File: config.mk
export PLATFORM = sky130hd
export DESIGN_NAME = swm_cell
export DESIGN_NICKNAME = d
export VERILOG_FILES = /design/src/design/swm_pkg.sv /design/src/design/swm_cell.sv
export SDC_FILE = /design/constraint.sdc
export NUM_CORES = 1
export LEC_CHECK = 0
export CAP_MARGIN = 10
export CORE_MARGIN = 1.5
export CORE_UTILIZATION = 50
export DETAILED_ROUTE_END_ITERATION = 10
export DONT_BUFFER_PORTS = 1
export GPL_TIMING_DRIVEN = 0
export SETUP_SLACK_MARGIN = 0.15
export SYNTH_ARGS = -nofsm -noshare
export SYNTH_HDL_FRONTEND = slang
export SYNTH_SLANG_ARGS = --single-unit
File: constraint.sdc
create_clock -name clk -period 6.32 [get_ports clk]
set_clock_uncertainty 0.1 [all_clocks]
set_input_delay 0 -clock clk [delete_from_list [all_inputs] [get_ports clk]]
set_output_delay 0 -clock clk [all_outputs]
set_load 0.02 [all_outputs]
File: src/design/swm_pkg.sv
`default_nettype none

package swm_pkg;

  // Default build sizes.
  localparam int WINDOW_MAX_DEF   = 64;
  localparam int SAMPLE_WIDTH_DEF = 32;

  // Configuration port.
  localparam int APB_ADDR_W = 2;
  localparam int APB_DATA_W = 32;
  localparam int WSIZE_W    = 7;

  localparam logic [APB_ADDR_W-1:0] ADDR_WINDOW_SIZE = 2'd0;
  localparam logic [WSIZE_W-1:0]    WSIZE_RESET      = 7'd3;

  // Broadcast control seen by every cell of the sorted row.
  typedef struct packed {
    logic en;    // an item is accepted this cycle
    logic full;  // the window is full, so the leaving sample is removed
  } ctl_t;

endpackage

`default_nettype wire

File: src/design/swm_cell.sv
`default_nettype none

module swm_cell
  import swm_pkg::*;
#(
  parameter int W     = SAMPLE_WIDTH_DEF,
  parameter int CNT_W = 7,
  parameter int IDX   = 0
) (
  input  logic                clk,
  input  ctl_t                ctl,
  input  logic signed [W-1:0] sample,
  input  logic signed [W-1:0] leaving,
  input  logic [CNT_W-1:0]    limit,
  input  logic signed [W-1:0] r_val,
  input  logic                r_gtx,
  input  logic signed [W-1:0] l_tval,
  input  logic                l_gt,
  output logic signed [W-1:0] val,
  output logic                gtx,
  output logic signed [W-1:0] tval,
  output logic                gt
);

  logic ge;
  logic shift_in;
  logic past_limit;
  logic signed [W-1:0] val_next;

  // Entries at or right of the removed one close the gap from the right.
  assign ge         = val >= leaving;
  assign gtx        = val > sample;
  assign shift_in   = ctl.full && ge;
  assign tval       = shift_in ? r_val : val;
  assign past_limit = CNT_W'(IDX) >= limit;
  assign gt         = past_limit || (shift_in ? r_gtx : gtx);

  // Keep, take the new sample at the first greater slot, or shift right.
  assign val_next = !gt ? tval : (!l_gt ? sample : l_tval);

  always_ff @(posedge clk) begin
    if (ctl.en) begin
      val <= val_next;
    end
  end

endmodule

`default_nettype wire

==> impl_metrics.sql, run 1 <==
INSERT INTO impl_metrics (metric_group, metric, value, unit) VALUES
('run_status', 'status', 'complete, no violations', ''),
('global_route', 'globalRouteTotalUtil', '27.4', '%'),
('sta', 'timing.final.ws_setup', '2.54', 'ns'),
('job', 'timing.max_cap.violations', '0', ''),
('setup_path', 'critical_path.most_common_cell', 'buf_6', ''),
('setup_path', 'cp_top_family', 'compound AO/OA/AOI/OAI gates', ''),
('route', 'antenna_violating_nets_remaining', '0', ''),
('synth', 'synth.top_cells.by_area', 'edfxtp_1 23%, ha_1 19%, a221oi_2 10%', ''),
('route', 'routed_via_density', '6.25', ''),
('placed_design', 'routability_cong', '0.834', ''),
('sta', 'maxSlewViolCount', '0', ''),
('layout', 'registers.top_by_ff_count', 'val', ''),
('global_route', 'grt_antenna_before_repair', '0', ''),
('placed_design', 'pre_cts_worst_setup_slack', '2.64', 'ns'),
('synth', 'synth_nets', '659', ''),
('clock_network', 'clock_latency', '0.29', 'ns'),
('power_and_ir_drop', 'total_power', '1.17', 'mW'),
('floorplan', 'initial_core_util', '51.5', '%'),
('setup_path', 'arrival', '3.68', 'ns'),
('floorplan', 'fp.dieH', '95.0', 'um'),
('setup_path', 'critical_path.endpoint_type', 'primary output', ''),
('route', 'via_count', '3744', ''),
('sta', 'maxSlewHeadroom', '43.6', '%'),
('route', 'first_iter_violations', '176', ''),
('route', 'routed_wire_length_per_instance', '20.7', 'um'),
('route', 'detail_route.first_pass.iterations', '4', ''),
('sta', 'clock.fmax', '265', 'MHz'),
('power_and_ir_drop', 'static_leak', '2.09', 'nW'),
('sta', 'setup-tns-final', '0', 'ns'),
('synth', 'yosys_register_bits', '32', ''),
('power_and_ir_drop', 'sw_frac_of_total', '46.6', '%'),
('setup_path', 'class_of_the_most_critical_setup_path', 'flop to primary output', ''),
('clock_network', 'cts.path.max_buffers', '2', ''),
('setup_path', 'worst_ep_required_time', '6.22', 'ns'),
('power_and_ir_drop', 'cellInternalPower', '625', 'uW'),
('setup_path', 'timing.rr.start', 'val[14]$_DFFE_PP_', ''),
('setup_path', 'worstPathCellList', 'ha_1, nand4_1, or4_1, a221o_1, a31oi_1, a31o_2, buf_6, buf_4, buf_6, nand2_1, o21ai_0', ''),
('placed_design', 'number_of_port_buffers', '0', ''),
('route', 'drc_errors', '0', ''),
('global_route', 'grt_start_max_net_pins', '33', ''),
('floorplan', 'die-area', '0.00903', 'sq mm'),
('clock_network', 'postCtsResizedCells', '0', ''),
('floorplan', 'area_of_the_core', '0.00822', 'sq mm'),
('global_route', 'globalRouteOverflowTotal', '0', ''),
('setup_path', 'delay_of_the_slowest_critical_path_stage', '0.60', 'ns'),
('clock_network', 'postCtsSetupBuffers', '0', ''),
('synth', 'synth.avg_cell_area', '9.30', 'sq um'),
('synth', 'syn_warnings', '0', ''),
('placed_design', 'placedCellCount', '560', ''),
('clock_network', 'clock_root_buffer', 'clkbuf_8', ''),
('floorplan', 'placementRows', '33', ''),
('clock_network', 'clock-sinks', '32', ''),
('floorplan', 'design.portCount', '206', ''),
('layout', 'number_of_nets_at_the_end_of_the_flow', '700', ''),
('sta', 'setup_violations_final', '0', ''),
('synth', 'post_synth_num_cell_types', '41', ''),
('clock_network', 'cts_tree', 'done', ''),
('global_route', 'via_count_of_the_first_global_routing_pass', '3839', ''),
('synth', 'synthCells', '455', ''),
('power_and_ir_drop', 'clkPwrFrac', '13.0', '%'),
('route', 'drt-total-wl', '12400', 'um'),
('sta', 'fin_crit', '3.78', 'ns'),
('synth', 'yosysSeqAreaShare', '22.7', '%'),
('setup_path', 'crit_path_max_fanout', '10', ''),
('sta', 'unrepaired_setup_endpoints_after_global_routing', 'no', ''),
('synth', 'synth_top_area_cell', 'edfxtp_1', ''),
('min_path', 'timing.hold.worst.start', 'sample[0]', ''),
('sta', 'report.final.hold_viol_count', '0', ''),
('layout', 'largestRegisters', 'val x32', ''),
('sta', 'final_min_period_over_clock_period', '59.7', '%'),
('global_route', 'grt_pass1_wl', '18900', 'um');
cell type report:
type                            count  area (sq um)
Inverter                           65           244
Clock buffer                        5          68.8
Sequential cell                    32           961
Tap cell                          105           131
Timing Repair Buffer               34           350
Multi-Input combinational cell    333          2870
Fill cell                         779          3430
Buffer                             25           158
worst register-to-register path: stages (launching register included):
cell,delay [ns]
edfxtp_1,0.56
ha_1,0.39
nand4_1,0.19
or4_1,0.60
a221o_1,0.32
a31oi_1,0.33
a31o_2,0.18
buf_6,0.12
mux2_4,0.35
buf_6,0.18
a221oi_2,0.28
synth_stat cells, drive strengths merged:
master	n
a211oi	2
a21o	5
a21oi	25
a221o	2
a221oi	32
a22o	1
a2bb2oi	2
a31o	1
a31oi	2
and2	1
and4	1
buf	12
clkbuf	13
edfxtp	32
ha	64
inv	65
mux2	32
mux2i	32
nand2	13
nand2b	1
nand3	6
nand4	13
nor2	38
nor2b	3
nor3	37
nor4	2
nor4b	1
o2111ai	1
o211ai	2
o21a	2
o21ai	8
o311a	1
o31ai	1
or3	1
or4	1
power by group through the flow:
stage | sequential [mW] | clock (mW) | combinational (mW)
after global routing | 0.404 | 0.158 | 0.687
final | 0.396 | 0.152 | 0.622
after global placement | 0.400 | 0 | 0.588
after CTS | 0.396 | 0.154 | 0.624
after floorplan | 0.380 | 0 | 0.490
after detailed placement | 0.401 | 0 | 0.599
metrics by stage:
stage                     utilization [%]  cell area [sq um]
after CTS                            58.2               4780
final                                58.2               4780
after floorplan                         -               4230
after detailed placement             53.1               4360
after global placement               53.1               4360
after global routing                 58.2               4780
cells in the final DEF, fill, tap and decap left out, drive strengths merged, types with 5 or more instances in the layout:
| cell type | instances |
|---|---|
| a21o | 5 |
| a21oi | 25 |
| a221oi | 32 |
| buf | 13 |
| clkbuf | 18 |
| dlygate4sd3 | 33 |
| edfxtp | 32 |
| ha | 64 |
| inv | 65 |
| mux2 | 32 |
| mux2i | 32 |
| nand2 | 13 |
| nand3 | 6 |
| nand4 | 13 |
| nor2 | 38 |
| nor3 | 37 |
| o21ai | 8 |
kinds of logic after synthesis:
| kind of cell | synth area share [%] |
|---|---|
| and+or+nand+nor | 13.3 |
| buffers and inverters | 9.49 |
| AOI/OAI and AO/OA | 19.4 |
| muxes | 16.2 |
| adders and majority gates | 18.9 |
| DFF | 22.7 |
path summary, 6_finish.rpt:
check / end / slack [ns] / cells after the start
worst max-delay path: tval[0] / 2.54 / 11
worst min-delay path: val[0]$_DFFE_PP_ / 0.003 / 2
worst max register to register: val[6]$_DFFE_PP_ / 2.55 / 10
worst min register to register: val[21]$_DFFE_PP_ / 0.86 / 2
routing by layer:
layer / vias up / wire (um) / GRT usage, %
li1: 1785 / - / -
met1: 1760 / 4920 / 31.6
met2: 176 / 6290 / 49.3
met3: 23 / 836 / 5.58
met4: 0 / 329 / 10.6
met5: - / 0 / 0
repair_timing:
| item | CTS | global route |
|---|---|---|
| endpoints found under the hold margin | 64 | 0 |
| endpoints found under the setup margin | 0 | 0 |
| hold buffers | 34 | 0 |
(Power assumes the default switching activity.)
==> inputs of run 2 (changes only) <==
--- a/config.mk
+++ b/config.mk
@@ -11,6 +11,7 @@
 export DETAILED_ROUTE_END_ITERATION = 10
 export DONT_BUFFER_PORTS = 1
 export GPL_TIMING_DRIVEN = 0
+export PLACE_DENSITY = 0.68
 export SETUP_SLACK_MARGIN = 0.15
 export SYNTH_ARGS = -nofsm -noshare
 export SYNTH_HDL_FRONTEND = slang
==> constraint.sdc (replaced) <==
create_clock -name clk -period 3.42 [get_ports clk]
set_clock_uncertainty 0.1 [all_clocks]
set_input_delay 0 -clock clk [delete_from_list [all_inputs] [get_ports clk]]
set_output_delay 0 -clock clk [all_outputs]
set_load 0.02 [all_outputs]
==> impl_metrics.sql, run 2 (synthesized netlist as in run 1, its figures left out) <==
INSERT INTO impl_metrics (metric_group, metric, value, unit) VALUES
('setup_path', 'cp_top_family', 'compound AO/OA/AOI/OAI gates', ''),
('setup_path', 'worst_ep_required_time', '3.44', 'ns'),
('floorplan', 'die-area', '0.00903', 'sq mm'),
('sta', 'final_min_period_over_clock_period', '102', '%'),
('route', 'routed_via_density', '6.30', ''),
('power_and_ir_drop', 'sw_frac_of_total', '45.1', '%'),
('route', 'route.top_layer_used', 'met4', ''),
('power_and_ir_drop', 'vdd_ir_drop_max', '0.000229', 'V'),
('setup_path', 'delay_of_the_slowest_critical_path_stage', '0.58', 'ns'),
('clock_network', 'clk_pin_slew_worst_paths', '0.08', 'ns'),
('floorplan', 'design.portCount', '206', ''),
('route', 'detail_route.first_pass.iterations', '4', ''),
('placed_design', 'number_of_port_buffers', '0', ''),
('sta', 'maxSlewViolCount', '0', ''),
('setup_path', 'critical_path.endpoint_type', 'flop', ''),
('power_and_ir_drop', 'static_leak', '2.39', 'nW'),
('layout', 'largestRegisters', 'val x32', ''),
('placed_design', 'dp.final_hpwl', '9600', 'um'),
('route', 'm1WireLength', '5180', 'um'),
('sta', 'unrepaired_setup_endpoints_after_global_routing', 'yes', ''),
('global_route', 'grt_pass1_wl', '19900', 'um'),
('clock_network', 'cts.path.max_buffers', '2', ''),
('power_and_ir_drop', 'cellInternalPower', '1.36', 'mW'),
('sta', 'clock.fmax', '286', 'MHz'),
('clock_network', 'clock_root_buffer', 'clkbuf_8', ''),
('clock_network', 'clock_latency', '0.29', 'ns'),
('setup_path', 'worstPathCellList', 'ha_4, nand4_1, or4_4, a221o_1, a31oi_4, a31o_4, buf_8, mux2_4, buf_12, a221oi_4', ''),
('global_route', 'grt_antenna_before_repair', '0', ''),
('layout', 'antennaDiodeCount', '0', ''),
('setup_path', 'cp-start-kind', 'flop', ''),
('min_path', 'worst_hold_path_type', 'input pin to flop', ''),
('route', 'antenna_violating_nets_remaining', '0', ''),
('layout', 'finish.instance_area', '0.00536', 'sq mm'),
('placed_design', 'placedCellCount', '560', ''),
('power_and_ir_drop', 'total_power', '2.48', 'mW'),
('clock_network', 'clock-sinks', '32', ''),
('sta', 'timing.final.ws_setup', '-0.0793', 'ns'),
('clock_network', 'cts_tree', 'done', ''),
('sta', 'maxSlewHeadroom', '44.5', '%'),
('sta', 'report.final.hold_viol_count', '0', ''),
('setup_path', 'timing.critical_path.buf_inv', '2', ''),
('route', 'routed_wire_length_per_instance', '22.4', 'um'),
('floorplan', 'placementRows', '33', ''),
('placed_design', 'pre_cts_worst_setup_slack', '-0.314', 'ns'),
('global_route', 'grt_start_max_net_pins', '33', ''),
('floorplan', 'fp.dieH', '95.0', 'um'),
('floorplan', 'initial_core_util', '51.5', '%'),
('setup_path', 'arrival', '3.52', 'ns'),
('power_and_ir_drop', 'power_per_cell_area', '463', 'mW/mm^2'),
('setup_path', 'crit_path_max_fanout', '10', ''),
('placed_design', 'routability_cong', '0.811', ''),
('route', 'via_count', '3894', ''),
('layout', 'layout_common_cells', '65 x inv_1, 59 x ha_1, 38 x nor2_1', ''),
('layout', 'layout_commonest_cell', 'inv_1', ''),
('global_route', 'globalRouteTotalUtil', '29.2', '%'),
('clock_network', 'cts_made_buffers', '5', ''),
('layout', 'largest_reg_flops', '32', ''),
('global_route', 'globalRouteOverflowTotal', '0', ''),
('route', 'routed-wl-met3', '1030', 'um'),
('route', 'drt-total-wl', '13800', 'um'),
('sta', 'setup_violations_final', '39', ''),
('route', 'met2RoutedLength', '7150', 'um'),
('power_and_ir_drop', 'clkPwrFrac', '11.9', '%'),
('setup_path', 'cpMaxStageDelayCell', 'edfxtp_1', ''),
('layout', 'drive_above_1_share', '22.6', '%'),
('sta', 'setup-tns-final', '-1.09', 'ns'),
('layout', 'number_of_nets_at_the_end_of_the_flow', '716', ''),
('run_status', 'status', 'finished with violations', ''),
('global_route', 'via_count_of_the_first_global_routing_pass', '4081', ''),
('floorplan', 'die_width', '95.0', 'um'),
('setup_path', 'class_of_the_most_critical_setup_path', 'flop to flop', ''),
('route', 'first_iter_violations', '142', ''),
('layout', 'layoutNonFillerInstCount', '618', ''),
('sta', 'fin_crit', '3.50', 'ns'),
('layout', 'synthToLayoutAreaGrowth', '26.5', '%'),
('clock_network', 'clock_tree.htree_level_count', '2', ''),
('power_and_ir_drop', 'combinationalPowerShare', '58.0', '%'),
('layout', 'registers.top_by_ff_count', 'val', ''),
('route', 'drc_errors', '0', ''),
('power_and_ir_drop', 'share_seq_of_total_power', '30.1', '%'),
('run_status', 'violations', 'setup timing', ''),
('placed_design', 'placement.cell_area', '0.00436', 'sq mm'),
('job', 'timing.max_cap.violations', '0', ''),
('floorplan', 'area_of_the_core', '0.00822', 'sq mm'),
('power_and_ir_drop', 'net_sw_power', '1.12', 'mW'),
('sta', 'worst_pin_slew', '0.832', 'ns');
## run 2: cell type report
type | instances | area, sq um
multi-input cells | 333 | 3160
fillers | 686 | 2860
flip-flops and latches | 32 | 961
repair buffers | 50 | 538
inverters | 65 | 244
plain buffers | 25 | 236
well taps | 105 | 131
clock buffers | 5 | 68.8
clock inverters | 3 | 13.8
## run 2: stage by stage
| step | utilization (%) | hold slack, ns |
|---|---|---|
| 3_3_place_gp | 53.1 | 0.0162 |
| 2_1_floorplan | - | 0.0125 |
| 3_5_place_dp | 53.1 | 0.0158 |
| 4_1_cts | 62.8 | 0.00206 |
| 6_report | 65.2 | 0.00107 |
| 5_1_grt | 65.2 | 0.00342 |
## run 2: what timing repair did
action / in CTS / in global routing
hold endpoints to repair: 63 / 0
buffers inserted: 10 / 1
gates resized for setup: 48 / 34
pin swaps: 8 / 5
cloned: 3 / 1
setup endpoints to repair: 65 / 65
hold buffers: 35 / 0
## run 2: layer usage
metal  global-route usage (%)  vias up
met3                     7.81       36
met5                        0        -
met2                     53.8      196
met1                     31.9     1843
li1                         -     1819
met4                     10.7        0
## run 2: path summary, 6_finish.rpt
check,start,end,slack (ns),depth (start not counted)
min reg2reg,val[6]$_DFFE_PP_,val[6]$_DFFE_PP_,0.86,2
max reg2reg,val[9]$_DFFE_PP_,val[29]$_DFFE_PP_,-0.08,10
min,sample[3],val[3]$_DFFE_PP_,0.001,2
max,val[9]$_DFFE_PP_,val[29]$_DFFE_PP_,-0.08,10
## run 2: power by group through the flow
stage	clock network, mW	logic [mW]	registers (mW)
2_1_floorplan	0	0.906	0.703
3_3_place_gp	0	1.07	0.740
3_5_place_dp	0	1.10	0.742
4_1_cts	0.303	1.32	0.738
5_1_grt	0.314	1.55	0.758
6_report	0.296	1.44	0.747
==> inputs of run 3 (changes only) <==
--- a/config.mk
+++ b/config.mk
@@ -11,7 +11,6 @@
 export DETAILED_ROUTE_END_ITERATION = 10
 export DONT_BUFFER_PORTS = 1
 export GPL_TIMING_DRIVEN = 0
-export PLACE_DENSITY = 0.68
 export SETUP_SLACK_MARGIN = 0.15
 export SYNTH_ARGS = -nofsm -noshare
 export SYNTH_HDL_FRONTEND = slang
==> constraint.sdc (replaced) <==
create_clock -name clk -period 3.8 [get_ports clk]
set_clock_uncertainty 0.1 [all_clocks]
set_input_delay 0 -clock clk [delete_from_list [all_inputs] [get_ports clk]]
set_output_delay 0 -clock clk [all_outputs]
set_load 0.02 [all_outputs]
==> impl_metrics.sql, run 3 (synthesized netlist as in run 1, its figures left out) <==
INSERT INTO impl_metrics (metric_group, metric, value, unit) VALUES
('route', 'm1WireLength', '4860', 'um'),
('floorplan', 'fp.dieH', '95.0', 'um'),
('placed_design', 'dp.final_hpwl', '9350', 'um'),
('sta', 'fin_crit', '3.59', 'ns'),
('route', 'drt-total-wl', '12500', 'um'),
('power_and_ir_drop', 'static_leak', '2.10', 'nW'),
('route', 'via_count', '3781', ''),
('min_path', 'timing.hold.worst.start', 'sample[0]', ''),
('floorplan', 'die_width', '95.0', 'um'),
('global_route', 'grt_start_max_net_pins', '33', ''),
('layout', 'fin_util', '59.3', '%'),
('clock_network', 'clock_latency', '0.29', 'ns'),
('floorplan', 'initial_core_util', '51.5', '%'),
('route', 'routed-wl-met3', '908', 'um'),
('route', 'antenna_violating_nets_remaining', '0', ''),
('placed_design', 'pre_cts_worst_setup_slack', '0.117', 'ns'),
('setup_path', 'r2r_setup_slack', '0.21', 'ns'),
('placed_design', 'placement.cell_area', '0.00436', 'sq mm'),
('sta', 'setup_violations_final', '0', ''),
('sta', 'clock.fmax', '279', 'MHz'),
('placed_design', 'placedCellCount', '560', ''),
('layout', 'antennaDiodeCount', '0', ''),
('sta', 'maxSlewHeadroom', '44.0', '%'),
('placed_design', 'routability_cong', '0.834', ''),
('setup_path', 'worstPathCellList', 'ha_4, nand4_1, or4_4, a221o_1, a31oi_4, a31o_2, buf_6, mux2_4, buf_6, a221oi_2', ''),
('clock_network', 'cts_tree', 'done', ''),
('power_and_ir_drop', 'power_per_cell_area', '404', 'mW/mm^2'),
('sta', 'worst_pin_slew', '0.841', 'ns'),
('layout', 'layoutNonFillerInstCount', '600', ''),
('clock_network', 'clock_root_buffer', 'clkbuf_8', ''),
('setup_path', 'worst_ep_required_time', '3.80', 'ns'),
('setup_path', 'delay_of_the_slowest_critical_path_stage', '0.57', 'ns'),
('route', 'routed_wire_length_per_instance', '20.8', 'um'),
('route', 'routed_via_density', '6.30', ''),
('setup_path', 'critical_path.most_common_cell', 'buf_6', ''),
('setup_path', 'rr_worst_depth', '10', ''),
('sta', 'maxSlewViolCount', '0', ''),
('layout', 'synthToLayoutAreaGrowth', '15.2', '%'),
('min_path', 'worst_hold_path_type', 'input pin to flop', ''),
('floorplan', 'area_of_the_core', '0.00822', 'sq mm'),
('layout', 'largestRegisters', 'val x32', ''),
('global_route', 'globalRouteTotalUtil', '27.6', '%'),
('sta', 'setup-tns-final', '0', 'ns'),
('sta', 'timing.final.ws_setup', '0.215', 'ns'),
('floorplan', 'placementRows', '33', ''),
('job', 'timing.max_cap.violations', '0', ''),
('setup_path', 'critical_path.endpoint_type', 'flop', ''),
('sta', 'final_min_period_over_clock_period', '94.3', '%'),
('route', 'drc_errors', '0', ''),
('setup_path', 'crit_path_max_fanout', '10', ''),
('sta', 'unrepaired_setup_endpoints_after_global_routing', 'no', ''),
('route', 'detail_route.first_pass.iterations', '5', ''),
('power_and_ir_drop', 'vdd_ir_drop_max', '0.000238', 'V'),
('route', 'route.top_layer_used', 'met4', ''),
('clock_network', 'clock-sinks', '32', ''),
('clock_network', 'clk_pin_slew_worst_paths', '0.07', 'ns'),
('setup_path', 'arrival', '3.58', 'ns'),
('setup_path', 'endpoint_of_the_most_critical_register_to_register_path', 'val[7]$_DFFE_PP_', ''),
('run_status', 'status', 'complete, no violations', ''),
('layout', 'finish.instance_area', '0.00487', 'sq mm'),
('layout', 'drive_above_1_share', '18.6', '%'),
('layout', 'number_of_nets_at_the_end_of_the_flow', '701', ''),
('global_route', 'via_count_of_the_first_global_routing_pass', '3875', ''),
('sta', 'report.final.hold_viol_count', '0', ''),
('route', 'first_iter_violations', '125', ''),
('clock_network', 'cts_made_buffers', '5', ''),
('layout', 'layout_commonest_cell', 'inv_1', ''),
('setup_path', 'class_of_the_most_critical_setup_path', 'flop to flop', ''),
('setup_path', 'timing.rr.start', 'val[11]$_DFFE_PP_', ''),
('sta', 'final.hold.worst_slack', '0.00507', 'ns'),
('layout', 'layout_common_cells', '65 x inv_1, 60 x ha_1, 38 x nor2_1', ''),
('power_and_ir_drop', 'total_power', '1.97', 'mW'),
('min_path', 'whs_path_cells', '2', ''),
('setup_path', 'cp-start-kind', 'flop', ''),
('floorplan', 'design.portCount', '206', ''),
('setup_path', 'cpMaxStageDelayCell', 'edfxtp_1', ''),
('global_route', 'grt_antenna_before_repair', '0', ''),
('floorplan', 'die-area', '0.00903', 'sq mm'),
('global_route', 'globalRouteOverflowTotal', '0', ''),
('route', 'met2RoutedLength', '6430', 'um'),
('min_path', 'min_delay_worst_endpoint', 'val[0]$_DFFE_PP_', ''),
('layout', 'registers.top_by_ff_count', 'val', ''),
('placed_design', 'number_of_port_buffers', '0', ''),
('layout', 'nFillCells', '767', ''),
('layout', 'largest_reg_flops', '32', ''),
('setup_path', 'timing.critical_path.buf_inv', '2', ''),
('clock_network', 'cts.path.max_buffers', '2', ''),
('clock_network', 'clock_tree.htree_level_count', '2', ''),
('setup_path', 'cp_top_family', 'compound AO/OA/AOI/OAI gates', ''),
('global_route', 'grt_pass1_wl', '19000', 'um');
[run 3: cell types whose count changed in the layout (fill, tap and decap cells not counted), sizes merged]
cell,delta
dlygate4sd3,-1
clkinv,-3
clkbuf,+1
buf,-15
[run 3: how the worst max path moves through the flow]
stage / end / slack (ns) / from / depth (start not counted)
2_1_floorplan: val[22]$_DFFE_PP_ / 0.69 / val[14]$_DFFE_PP_ / 10
3_3_place_gp: val[6]$_DFFE_PP_ / 0.14 / val[15]$_DFFE_PP_ / 10
3_5_place_dp: val[6]$_DFFE_PP_ / 0.12 / val[14]$_DFFE_PP_ / 10
4_1_cts: val[6]$_DFFE_PP_ / 0.16 / val[15]$_DFFE_PP_ / 10
5_1_grt: val[7]$_DFFE_PP_ / 0.12 / val[10]$_DFFE_PP_ / 10
6_report: val[7]$_DFFE_PP_ / 0.21 / val[11]$_DFFE_PP_ / 10
[run 3: where the power goes]
group / internal [mW] / total, mW / leakage (nW) / switching [mW]
logic: 0.447 / 1.06 / 1.76 / 0.612
clock network: 0.118 / 0.249 / 0.0359 / 0.131
registers: 0.487 / 0.662 / 0.307 / 0.175
total: 1.05 / 1.97 / 2.10 / 0.918
[run 3: timing repair]
item / 4_1_cts / 5_1_grt
hold endpoints to repair: 64 / 0
hold buffers: 34 / 0
setup buffers: 0 / 1
resized for setup: 6 / 4
pin swaps: 0 / 5
endpoints found under the setup margin: 57 / 57
gates cloned: 0 / 0
[run 3: layout make-up]
cell class	count	area, sq um	share of cell area, %
flip-flops and latches	32	961	19.7
repair buffers	35	358	7.34
multi-input cells	333	2950	60.6
clock buffers	5	68.8	1.41
plain buffers	25	158	3.23
well taps	105	131	2.70
inverters	65	244	5.01
[run 3: metal layers]
layer	vias to the layer above	GRT usage [%]
met2	174	49.9
met1	1795	31.0
met5	-	0
li1	1791	-
met4	0	10.4
met3	21	6.78
